==> config.mk <==
export PLATFORM = sky130hd
export DESIGN_NAME = mmrsc_div
export DESIGN_NICKNAME = d
export VERILOG_FILES = /design/src/hw/rtl/mmrsc_pkg.sv /design/src/hw/rtl/mmrsc_div.sv
export SDC_FILE = /design/constraint.sdc
export NUM_CORES = 1
export LEC_CHECK = 0
export ABC_CLOCK_PERIOD_IN_PS = 6200
export BUFFER_PORTS_ARGS = -buffer_cell sky130_fd_sc_hd__buf_4
export CAP_MARGIN = 10
export CORE_MARGIN = 2
export CORE_UTILIZATION = 40
export DETAILED_ROUTE_END_ITERATION = 7
export PLACE_DENSITY_LB_ADDON = 0.2
export SLEW_MARGIN = 20
export SYNTH_ARGS = -nofsm -noshare
export SYNTH_HDL_FRONTEND = slang
export SYNTH_SLANG_ARGS = --single-unit
export TNS_END_PERCENT = 20
==> constraint.sdc <==
create_clock -name clk -period 6.2 [get_ports clk]
set_clock_uncertainty 0.2 [all_clocks]
set_input_delay 0.31 -clock clk [delete_from_list [all_inputs] [get_ports clk]]
set_output_delay 0.31 -clock clk [all_outputs]
set_load 0.005 [all_outputs]
==> src/hw/rtl/mmrsc_pkg.sv <==
// Package: types, constants and helpers for the min/max reject sample combiner.
package mmrsc_pkg;

    localparam int MAX_SAMPLES_DEF = 32;
    localparam int CFG_IDX_W = 2;
    localparam int CFG_DATA_W = 16;

    localparam logic [CFG_IDX_W-1:0] REG_REJECT_MASK = 2'd0;
    localparam logic [CFG_IDX_W-1:0] REG_SAMPLES     = 2'd1;
    localparam logic [CFG_IDX_W-1:0] REG_LOW_REJ     = 2'd2;
    localparam logic [CFG_IDX_W-1:0] REG_HIGH_REJ    = 2'd3;

    typedef struct packed {
        logic signed [31:0] sci_sample;
        logic signed [31:0] err_sample;
        logic signed [31:0] integ_this;
        logic signed [31:0] integ_next;
        logic        [23:0] scale_factor;
        logic signed [31:0] zero_offset;
        logic        [15:0] quality_this;
        logic        [15:0] quality_next;
        logic               last_sample;
    } in_beat_t;

    typedef struct packed {
        logic signed [31:0] mean_sci;
        logic        [31:0] combined_err;
        logic signed [31:0] mean_time;
        logic        [5:0]  used_count;
        logic               no_data;
    } out_beat_t;

    typedef enum logic [4:0] {
        ST_IDLE, ST_MUL_S, ST_MUL_E, ST_MUL_T, ST_STORE,
        ST_RCNT_H, ST_RCNT_L,
        ST_SCAN_INIT, ST_SCAN_RD, ST_SCAN, ST_SHIFT_RD, ST_SHIFT,
        ST_SUM_RD, ST_SUM, ST_SQRT, ST_DIV_S, ST_DIV_E, ST_DIV_T, ST_OUT
    } state_t;

    function automatic logic signed [31:0] sat32(input logic signed [65:0] x);
        if (x > 66'sd2147483647) return 32'sh7fffffff;
        if (x < -66'sd2147483648) return 32'sh80000000;
        return x[31:0];
    endfunction

endpackage

==> src/hw/rtl/mmrsc_div.sv <==
// Shared radix-2 unsigned divider used for reject counts and means.
module mmrsc_div
    import mmrsc_pkg::*;
(
    input  logic        clk,
    input  logic        rst_n,
    input  logic        start,
    input  logic [71:0] dividend,
    input  logic [6:0]  divisor,
    output logic        done,
    output logic [71:0] quotient
);
    logic [71:0] q_reg, q_next;
    logic [7:0]  rem_reg, rem_next;
    logic [6:0]  cnt_reg, cnt_next;
    logic        busy_reg, busy_next;
    logic [7:0]  trial;

    always_comb
    begin
        q_next = q_reg;
        rem_next = rem_reg;
        cnt_next = cnt_reg;
        busy_next = busy_reg;
        trial = {rem_reg[6:0], q_reg[71]};
        done = 1'b0;
        if (start)
        begin
            q_next = dividend;
            rem_next = '0;
            cnt_next = 7'd72;
            busy_next = 1'b1;
        end
        else if (busy_reg)
        begin
            if (trial >= {1'b0, divisor})
            begin
                rem_next = trial - {1'b0, divisor};
                q_next = {q_reg[70:0], 1'b1};
            end
            else
            begin
                rem_next = trial;
                q_next = {q_reg[70:0], 1'b0};
            end
            cnt_next = cnt_reg - 7'd1;
            if (cnt_reg == 7'd1)
                busy_next = 1'b0;
        end
        else
            done = 1'b1;
    end

    always_ff @(posedge clk or negedge rst_n)
    begin
        if (!rst_n)
        begin
            busy_reg <= 1'b0;
            cnt_reg <= '0;
        end
        else
        begin
            busy_reg <= busy_next;
            cnt_reg <= cnt_next;
        end
    end

    always_ff @(posedge clk)
    begin
        q_reg <= q_next;
        rem_reg <= rem_next;
    end

    assign quotient = q_reg;
endmodule

==> out/results.ini <==
[outcome]
status=finished, final reports clean

[logic_synthesis]
syn_avg_cell_area_um2=14.7
synth_cells=278
yosysWarnings=0
yosysTopAreaCellShare=0.528
synth_edf_count=72
yosysSeqAreaShare=0.611
synth.top_cells.by_area=edfxtp_1 (53%), mux2_2 (20%), dfrtp_1 (4.9%)
syn-num-nets=370
syn_area_mm2=0.00410
synth-seq-cells=87
synth_top_area_cell=edfxtp_1
synthFlopType=edfxtp_1
synthDistinctLibCells=38
synthArstFlopShare=0.0920

[power]
p_total_mw=1.63
max-vdd-ir-drop_uv=110
p_leak_nw=2.36
powerDensity_mw_per_mm2=293

[die]
rows=36
dieArea_mm2=0.0111
die_height_um=105
io_pins=155
coreArea_mm2=0.00986
die_x_um=105
initial_utilization=0.415

[sta]
finalHoldViolCount=0
period_needed_ns=2.85
finalSetupViolations=0
fmax_mhz=351
finalCritPeriodShare=0.459
slew_headroom=0.338
grt_setup_unrepaired=no
holdWs_ns=0.0553
maxSlewViolCount=0
tightest_slew_ns=0.993
setup_tns_ns=0

[grt]
grt_pass1_wl_um=14000
grt.busiest_layer=met2
antenna_found_initial=0
gr-usage-met1=0.208
gr-total-overflow=0
grt_pass1_vias=2793
met3_usage=0.0433
track_usage=0.157
use_met2=0.247
grt_max_degree=74

[routing]
drtIter0Drc=98
drt_pass1_iterations=4
drc=0
drt_wl_total_um=8580
vias=2743
routedWlPerCell_um=15.1
viasPerCell=4.82
ant_nets=0

[clock_network]
cts_sinks=87
cts.repair.resized=0
clk_path_buf_depth=2
postCtsSetupBuffers=0
cts_tree=done
cts_buffers=9
clock_latency_ns=0.35
cts_max_level=3
clkTransAtPathRegs_ns=0.10
cts_hold_buf=1
cts-root-buf=clkbuf_8

[final_layout]
nets=524
area_growth_pct=36.0
largest_register_ffs=72
final_cell_mix=buf_4 (155), mux2_2 (74), edfxtp_1 (72), nor2_1 (18), inv_1 (13)
fin_area_mm2=0.00557
diodes=0
fillers=830
multiInputGateArea_mm2=0.00149
register_area_mm2=0.00250
drive_above_1_share=0.576
final_common_cell=buf_4

[min_path]
hold_path.class=input pin to flip-flop
hold_depth=2
hp-start=dividend[29]
whs_endpoint=quotient[29]$_DFFE_PN_

[worst_setup_path]
rrSetupSlack_ns=3.69
crit_path_max_incr_delay_ns=0.89
arrival_ns=2.34
cp-start-kind=flip-flop
cp-end-kind=primary output
r2r_end=rem_reg[5]$_SDFFE_PP0P_
reg2reg_depth=8
slowest_stage=or2_4
crit_chain=or2_4 -> inv_1 -> buf_4
crit_fanout=73
cp.required_ns=5.69
r2r_start=quotient[71]$_DFFE_PN_
critPathTopFamily=simple AND/OR/NAND/NOR gates
critPathKind=flip-flop to primary output
worst-path-buf-inv=2

[placed_design]
gp_congestion=0.740
dpl_cell_area_mm2=0.00537
dp_hpwl_um=6080
numPortBuffers=154

[flow_run]
cap_violations=0

## how the worst max path moves through the flow
stage	start	to	slack, ns	cells past startpoint
floorplan	start	done	3.66	5
global placement	busy_reg$_DFF_PN0_	done	3.73	3
detailed placement	busy_reg$_DFF_PN0_	done	3.70	3
CTS	busy_reg$_DFF_PN0_	done	3.29	3
global route	busy_reg$_DFF_PN0_	done	3.08	3
finish	busy_reg$_DFF_PN0_	done	3.35	3
## metrics by stage
stage          cells  setup slack [ns]  utilization
3_5_place_dp     553              3.70        0.544
4_1_cts          569              3.29        0.565
6_report         569              3.35        0.565
2_1_floorplan    278              3.66            -
3_3_place_gp     553              3.73        0.544
5_1_grt          569              3.08        0.565
## area by class of cell
class | count | area share
tap | 133 | 0.0299
multi-input combinational | 165 | 0.267
clock buffer | 9 | 0.0222
timing repair buffer | 156 | 0.211
inverter | 13 | 0.00875
clock inverter | 6 | 0.0126
sequential | 87 | 0.449
## cells in the mapped netlist, drive strengths merged (4+ instances only)
cell type  number
xnor2           4
xor2            4
dfxtp           7
edfxtp         72
a211oi          8
buf             5
inv            13
o21ai           6
mux2           76
nand2           5
clkbuf          8
ha              9
a21oi           6
nor2           18
dfrtp           8
## routing by layer
metal  vias to the layer above  routed length (um)
li1                       1350                   -
met1                      1289                3770
met2                        96                4130
met3                         8                 576
met4                         0                  99
met5                         -                   0
## where the power goes
| part | internal [mW] | switching [mW] | total [mW] | leakage (nW) |
|---|---|---|---|---|
| clock | 0.187 | 0.209 | 0.396 | 0.0883 |
| combinational | 0.263 | 0.193 | 0.456 | 1.36 |
| sequential | 0.727 | 0.0545 | 0.782 | 0.915 |
| total | 1.18 | 0.456 | 1.63 | 2.36 |
## cell families after synthesis
family,synth area share
buffers and inverters,0.0266
flip-flops,0.611
AND/OR/NAND/NOR,0.0568
multiplexers,0.216
adder cells (fa/ha/maj),0.0324
XOR/XNOR,0.0171
AO/OA/AOI/OAI,0.0403
Note: power is estimated with default switching activity, not from simulation.
