`config.mk`:
```
export PLATFORM = sky130hd
export DESIGN_NAME = mmrsc_sqrt
export DESIGN_NICKNAME = d
export VERILOG_FILES = /design/src/hw/rtl/mmrsc_pkg.sv /design/src/hw/rtl/mmrsc_sqrt.sv
export SDC_FILE = /design/constraint.sdc
export NUM_CORES = 1
export LEC_CHECK = 0
export BUFFER_PORTS_ARGS = -buffer_cell sky130_fd_sc_hd__buf_2
export CORE_MARGIN = 4
export CORE_UTILIZATION = 57
export DETAILED_ROUTE_END_ITERATION = 10
export PLACE_DENSITY = 0.82
export SLEW_MARGIN = 15
export SYNTH_ARGS = -nofsm -noshare
export SYNTH_HDL_FRONTEND = slang
export SYNTH_SLANG_ARGS = --single-unit
```
`constraint.sdc`:
```
create_clock -name clk -period 6.2 [get_ports clk]
set_clock_uncertainty 0.05 [all_clocks]
set_input_delay 0.62 -clock clk [delete_from_list [all_inputs] [get_ports clk]]
set_output_delay 0.62 -clock clk [all_outputs]
set_load 0.02 [all_outputs]
```
`src/hw/rtl/mmrsc_pkg.sv`:
```
// Package: types, constants and helpers for the min/max reject sample combiner.
package mmrsc_pkg;

    localparam int MAX_SAMPLES_DEF = 32;
    localparam int CFG_IDX_W = 2;
    localparam int CFG_DATA_W = 16;

    localparam logic [CFG_IDX_W-1:0] REG_REJECT_MASK = 2'd0;
    localparam logic [CFG_IDX_W-1:0] REG_SAMPLES     = 2'd1;
    localparam logic [CFG_IDX_W-1:0] REG_LOW_REJ     = 2'd2;
    localparam logic [CFG_IDX_W-1:0] REG_HIGH_REJ    = 2'd3;

    typedef struct packed {
        logic signed [31:0] sci_sample;
        logic signed [31:0] err_sample;
        logic signed [31:0] integ_this;
        logic signed [31:0] integ_next;
        logic        [23:0] scale_factor;
        logic signed [31:0] zero_offset;
        logic        [15:0] quality_this;
        logic        [15:0] quality_next;
        logic               last_sample;
    } in_beat_t;

    typedef struct packed {
        logic signed [31:0] mean_sci;
        logic        [31:0] combined_err;
        logic signed [31:0] mean_time;
        logic        [5:0]  used_count;
        logic               no_data;
    } out_beat_t;

    typedef enum logic [4:0] {
        ST_IDLE, ST_MUL_S, ST_MUL_E, ST_MUL_T, ST_STORE,
        ST_RCNT_H, ST_RCNT_L,
        ST_SCAN_INIT, ST_SCAN_RD, ST_SCAN, ST_SHIFT_RD, ST_SHIFT,
        ST_SUM_RD, ST_SUM, ST_SQRT, ST_DIV_S, ST_DIV_E, ST_DIV_T, ST_OUT
    } state_t;

    function automatic logic signed [31:0] sat32(input logic signed [65:0] x);
        if (x > 66'sd2147483647) return 32'sh7fffffff;
        if (x < -66'sd2147483648) return 32'sh80000000;
        return x[31:0];
    endfunction

endpackage

```
`src/hw/rtl/mmrsc_sqrt.sv`:
```
// Bit-serial 64-bit integer square root.
module mmrsc_sqrt
    import mmrsc_pkg::*;
(
    input  logic        clk,
    input  logic        rst_n,
    input  logic        start,
    input  logic [63:0] radicand,
    output logic        done,
    output logic [31:0] root
);
    logic [63:0] n_reg, n_next;
    logic [63:0] r_reg, r_next;
    logic [63:0] bit_reg, bit_next;
    logic        busy_reg, busy_next;
    logic [63:0] rb;

    always_comb
    begin
        n_next = n_reg;
        r_next = r_reg;
        bit_next = bit_reg;
        busy_next = busy_reg;
        rb = r_reg + bit_reg;
        done = 1'b0;
        if (start)
        begin
            n_next = radicand;
            r_next = '0;
            bit_next = 64'd1 << 62;
            busy_next = 1'b1;
        end
        else if (busy_reg)
        begin
            if (n_reg >= rb)
            begin
                n_next = n_reg - rb;
                r_next = (r_reg >> 1) + bit_reg;
            end
            else
                r_next = r_reg >> 1;
            bit_next = bit_reg >> 2;
            if (bit_reg[0])
                busy_next = 1'b0;
        end
        else
            done = 1'b1;
    end

    always_ff @(posedge clk or negedge rst_n)
    begin
        if (!rst_n)
            busy_reg <= 1'b0;
        else
            busy_reg <= busy_next;
    end

    always_ff @(posedge clk)
    begin
        n_reg <= n_next;
        r_reg <= r_next;
        bit_reg <= bit_next;
    end

    assign root = r_reg[31:0];
endmodule

```
==> impl_metrics.yaml <==
routing:
  antenna_left: 0
  post_drt_wl_per_cell_um: 18.9
  drtIter0Drc: 1760
  drc: 0
  dr.pass1.iters: 6
  finalWirelength_mm: 43.9
  via_count: 15000
  vias_per_cell: 6.47
logic_synthesis:
  synth_fa_ha_area_frac: 0.108
  synthFlopType: "dfxtp_1"
  synth_top_family_by_area: "compound AO/OA/AOI/OAI gates"
  syn_nets: 2160
  synth.top_cell.area_share: 0.126
  ys_warn_count: 0
  ys_seq_area_frac: 0.255
  async_reset_ff_frac: 0.00621
  synth_edf_count: 64
  synth_area_um2: 15200
  syn_inst: 1962
  synthMuxAreaShare: 0.0356
  synth-compound-area-share: 0.269
  yosys.area_share.simple: 0.190
  yosysUniqueCellTypes: 84
  ys_ff_latch: 161
  synth_area_per_cell_um2: 7.74
  synth_area_leader_cell: "dfxtp_1"
  synth_xor_area_frac: 0.0882
  synth_area_leaders: "dfxtp_1, edfxtp_1, ha_1"
global_route:
  antenna_found_initial: 1
  grtUsageTotal: 0.290
  grt_overflow: 0
  first_global_vias: 13500
  grt_pass1_wl_mm: 69.8
  grt_max_degree: 80
clock_tree:
  numCtsBuffers: 17
  cts_num_sinks: 161
  cts_tree: "built"
  worst_skew_pair.late_latency_ns: 0.44
  clockRootBuffer: "clkbuf_16"
  clk_pin_slew_worst_paths_ns: 0.08
  htreeDepth: 4
  cts_buffer_depth: 2
worst_setup_path:
  worstPathRequired_ns: 6.38
  crit_top_cell: "ha_1"
  worst_path_largest_cell_delay_ns: 0.57
  rr_endpoint: "n_reg[61]"
  cp-end-kind: "flip-flop"
  rrSetupSlack_ns: 0.38
  crit_family: "compound AO/OA/AOI/OAI gates"
  arrival_ns: 6.00
  r2r_start: "bit_reg[12]"
  cp_num_buf_inv: 0
  critPathKind: "flip-flop to flip-flop"
  cp_max_fo: 6
  start_kind: "flip-flop"
  slowest_stage: "a2111oi_1"
  cp_cell_sequence: "ha_1 -> nand4_1 -> or3_1 -> nor3b_1 -> o21ai_1 -> and2_1 -> o41ai_1 -> nand2_1 -> xor2_1 -> ha_1 -> a21oi_1 -> o21bai_1 -> a21o_1 -> a31oi_1 -> nor4_1 -> a2111oi_1 -> o31ai_4 -> nand2_2 -> mux2_4 -> o41ai_2"
  rr_worst_depth: 20
  worst-path-stages: 20
floorplanning:
  fp.dieW_um: 171
  core_region_area_um2: 26100
  dieArea_um2: 29300
  rows: 59
  start_util: 0.581
  die_y_um: 171
  io_pins: 100
job:
  cap_violations: 0
sta:
  slew_viol_final: 0
  fin_crit_ns: 5.82
  max_slew_margin: 0.423
  setup_violations: 0
  maxClockFrequency_ghz: 0.172
  tightest_slew_ns: 0.860
  final-hold-violation-count: 0
  setup_tns_ns: 0
  fin_crit_sh: 0.939
layout:
  final_cells: 2318
  fin_nets: 2167
  area_growth_syn_to_layout_pct: 7.66
  fillers: 2296
  drive_gt1_frac: 0.104
place:
  dp_hpwl_mm: 32.7
  place_inst: 2282
  gp_congestion: 0.972
  numPortBuffers: 99
worst_hold_path:
  hp-start: "radicand[0]"
  hp-class: "input port to flip-flop"
  min_to: "n_reg[0]"
  whs_path_depth: 3
power_and_ir_drop:
  power_density_nw_per_um2: 460
  max-vdd-ir-drop_mv: 0.324
  p_leak_uw: 0.00668
outcome:
  status: "complete, no violations"
metal layers:
metal | global-route usage | vias to the layer above | wire, um
met1 | 0.445 | 6907 | 20100
li1 | - | 7223 | -
met4 | 0.0785 | 0 | 1060
met3 | 0.0467 | 70 | 4640
met5 | 0 | - | 0
met2 | 0.420 | 805 | 18100
stage by stage:
step	cell area, um^2	hold slack, ns	utilization	setup WS, ns	power [uW]
6_report	16400	0.402	0.626	0.377	7530
5_1_grt	16400	0.420	0.626	-0.0378	8060
2_1_floorplan	15200	0.274	-	0.515	5210
3_3_place_gp	15700	0.346	0.600	0.168	6190
4_1_cts	16300	0.403	0.622	0.101	7370
3_5_place_dp	15700	0.346	0.600	-0.00594	6280
cell type report:
type | instances | area, um^2 | area share
tap | 335 | 419 | 0.0256
clock buffer | 19 | 443 | 0.0271
inverter | 35 | 131 | 0.00803
antenna | 1 | 2.50 | 0.000153
multi-input combinational | 1621 | 10600 | 0.646
clock inverter | 13 | 111 | 0.00681
sequential | 161 | 3870 | 0.237
timing repair buffer | 133 | 810 | 0.0495
worst min-delay path, delay by kind of cell:
kind	cells	cell delay, ns
simple gates	1	0.04
compound gates	1	0.05
buf+inv	1	0.07
logic make-up (layout without fill, tap and decap cells):
| logic type | Yosys count | count (layout) |
|---|---|---|
| buf+inv | 180 | 200 |
| compound gates | 638 | 638 |
| xor+xnor | 153 | 153 |
| mux | 53 | 53 |
| flops | 161 | 161 |
| fa+ha+maj | 131 | 131 |
| other cells | 0 | 1 |
| simple gates | 646 | 646 |
synth_stat cells (7+ instances only):
master and number:
and3_1 10, and4_1 9, o21ai_1 94, o21ai_0 97, a21oi_1 125, nand4_1 39, dfxtp_1 96, a31o_2 14
xor2_1 81, nor3_1 27, inv_1 34, mux2i_1 48, nor2_1 204, buf_4 32, a211oi_1 28, nor2b_1 10
nand2_1 246, o21bai_1 31, a221oi_1 9, buf_2 23, nand3_1 34, o21a_1 8, o31ai_1 13, xnor2_1 72
ha_1 130, nand2b_1 8, a311oi_1 15, or3_1 16, a21o_1 51, o211ai_1 9, clkbuf_1 84, a31oi_1 67
edfxtp_1 64, nor4_1 8, o41ai_1 7, and2_1 16
power by group:
part	switching (uW)	internal, uW
clock	516	538
combinational	2890	1810
sequential	247	1530
total	3650	3880
layout by cell type (no fill, tap or decap), drive strengths merged, types with 9 or more instances in the layout:
cell and count:
nand2 247, nor2 204, o21ai 191, buf 131, ha 130, a21oi 126
dfxtp 96, xor2 81, xnor2 72, a31oi 67, edfxtp 64, a21o 51
mux2i 48, inv 43, nand4 39, nand3 34, o21bai 31, a211oi 28
nor3 28, clkbuf 20, a31o 19, and2 16, or3 16, a311oi 15
o31ai 14, and3 10, nor2b 10, and4 9, o211ai 9, a221oi 9
worst max-delay path by stage:
stage / to / slack [ns] / start
3_3_place_gp: r_reg[35] / 0.17 / r_reg[2]
3_5_place_dp: r_reg[35] / -0.006 / r_reg[2]
2_1_floorplan: n_reg[0] / 0.52 / r_reg[2]
5_1_grt: r_reg[62] / -0.04 / r_reg[10]
4_1_cts: n_reg[21] / 0.10 / r_reg[10]
6_report: n_reg[61] / 0.38 / bit_reg[12]
repair_timing:
action                                 in CTS  in global routing
resized for setup                           2                 13
gates cloned                                0                  1
hold buffers                                1                  0
pin swaps                                   0                  1
setup endpoints to repair                  11                128
setup buffers                               0                  1
endpoints found under the hold margin       1                  0
No activity file was read; power rests on OpenSTA's default activity.
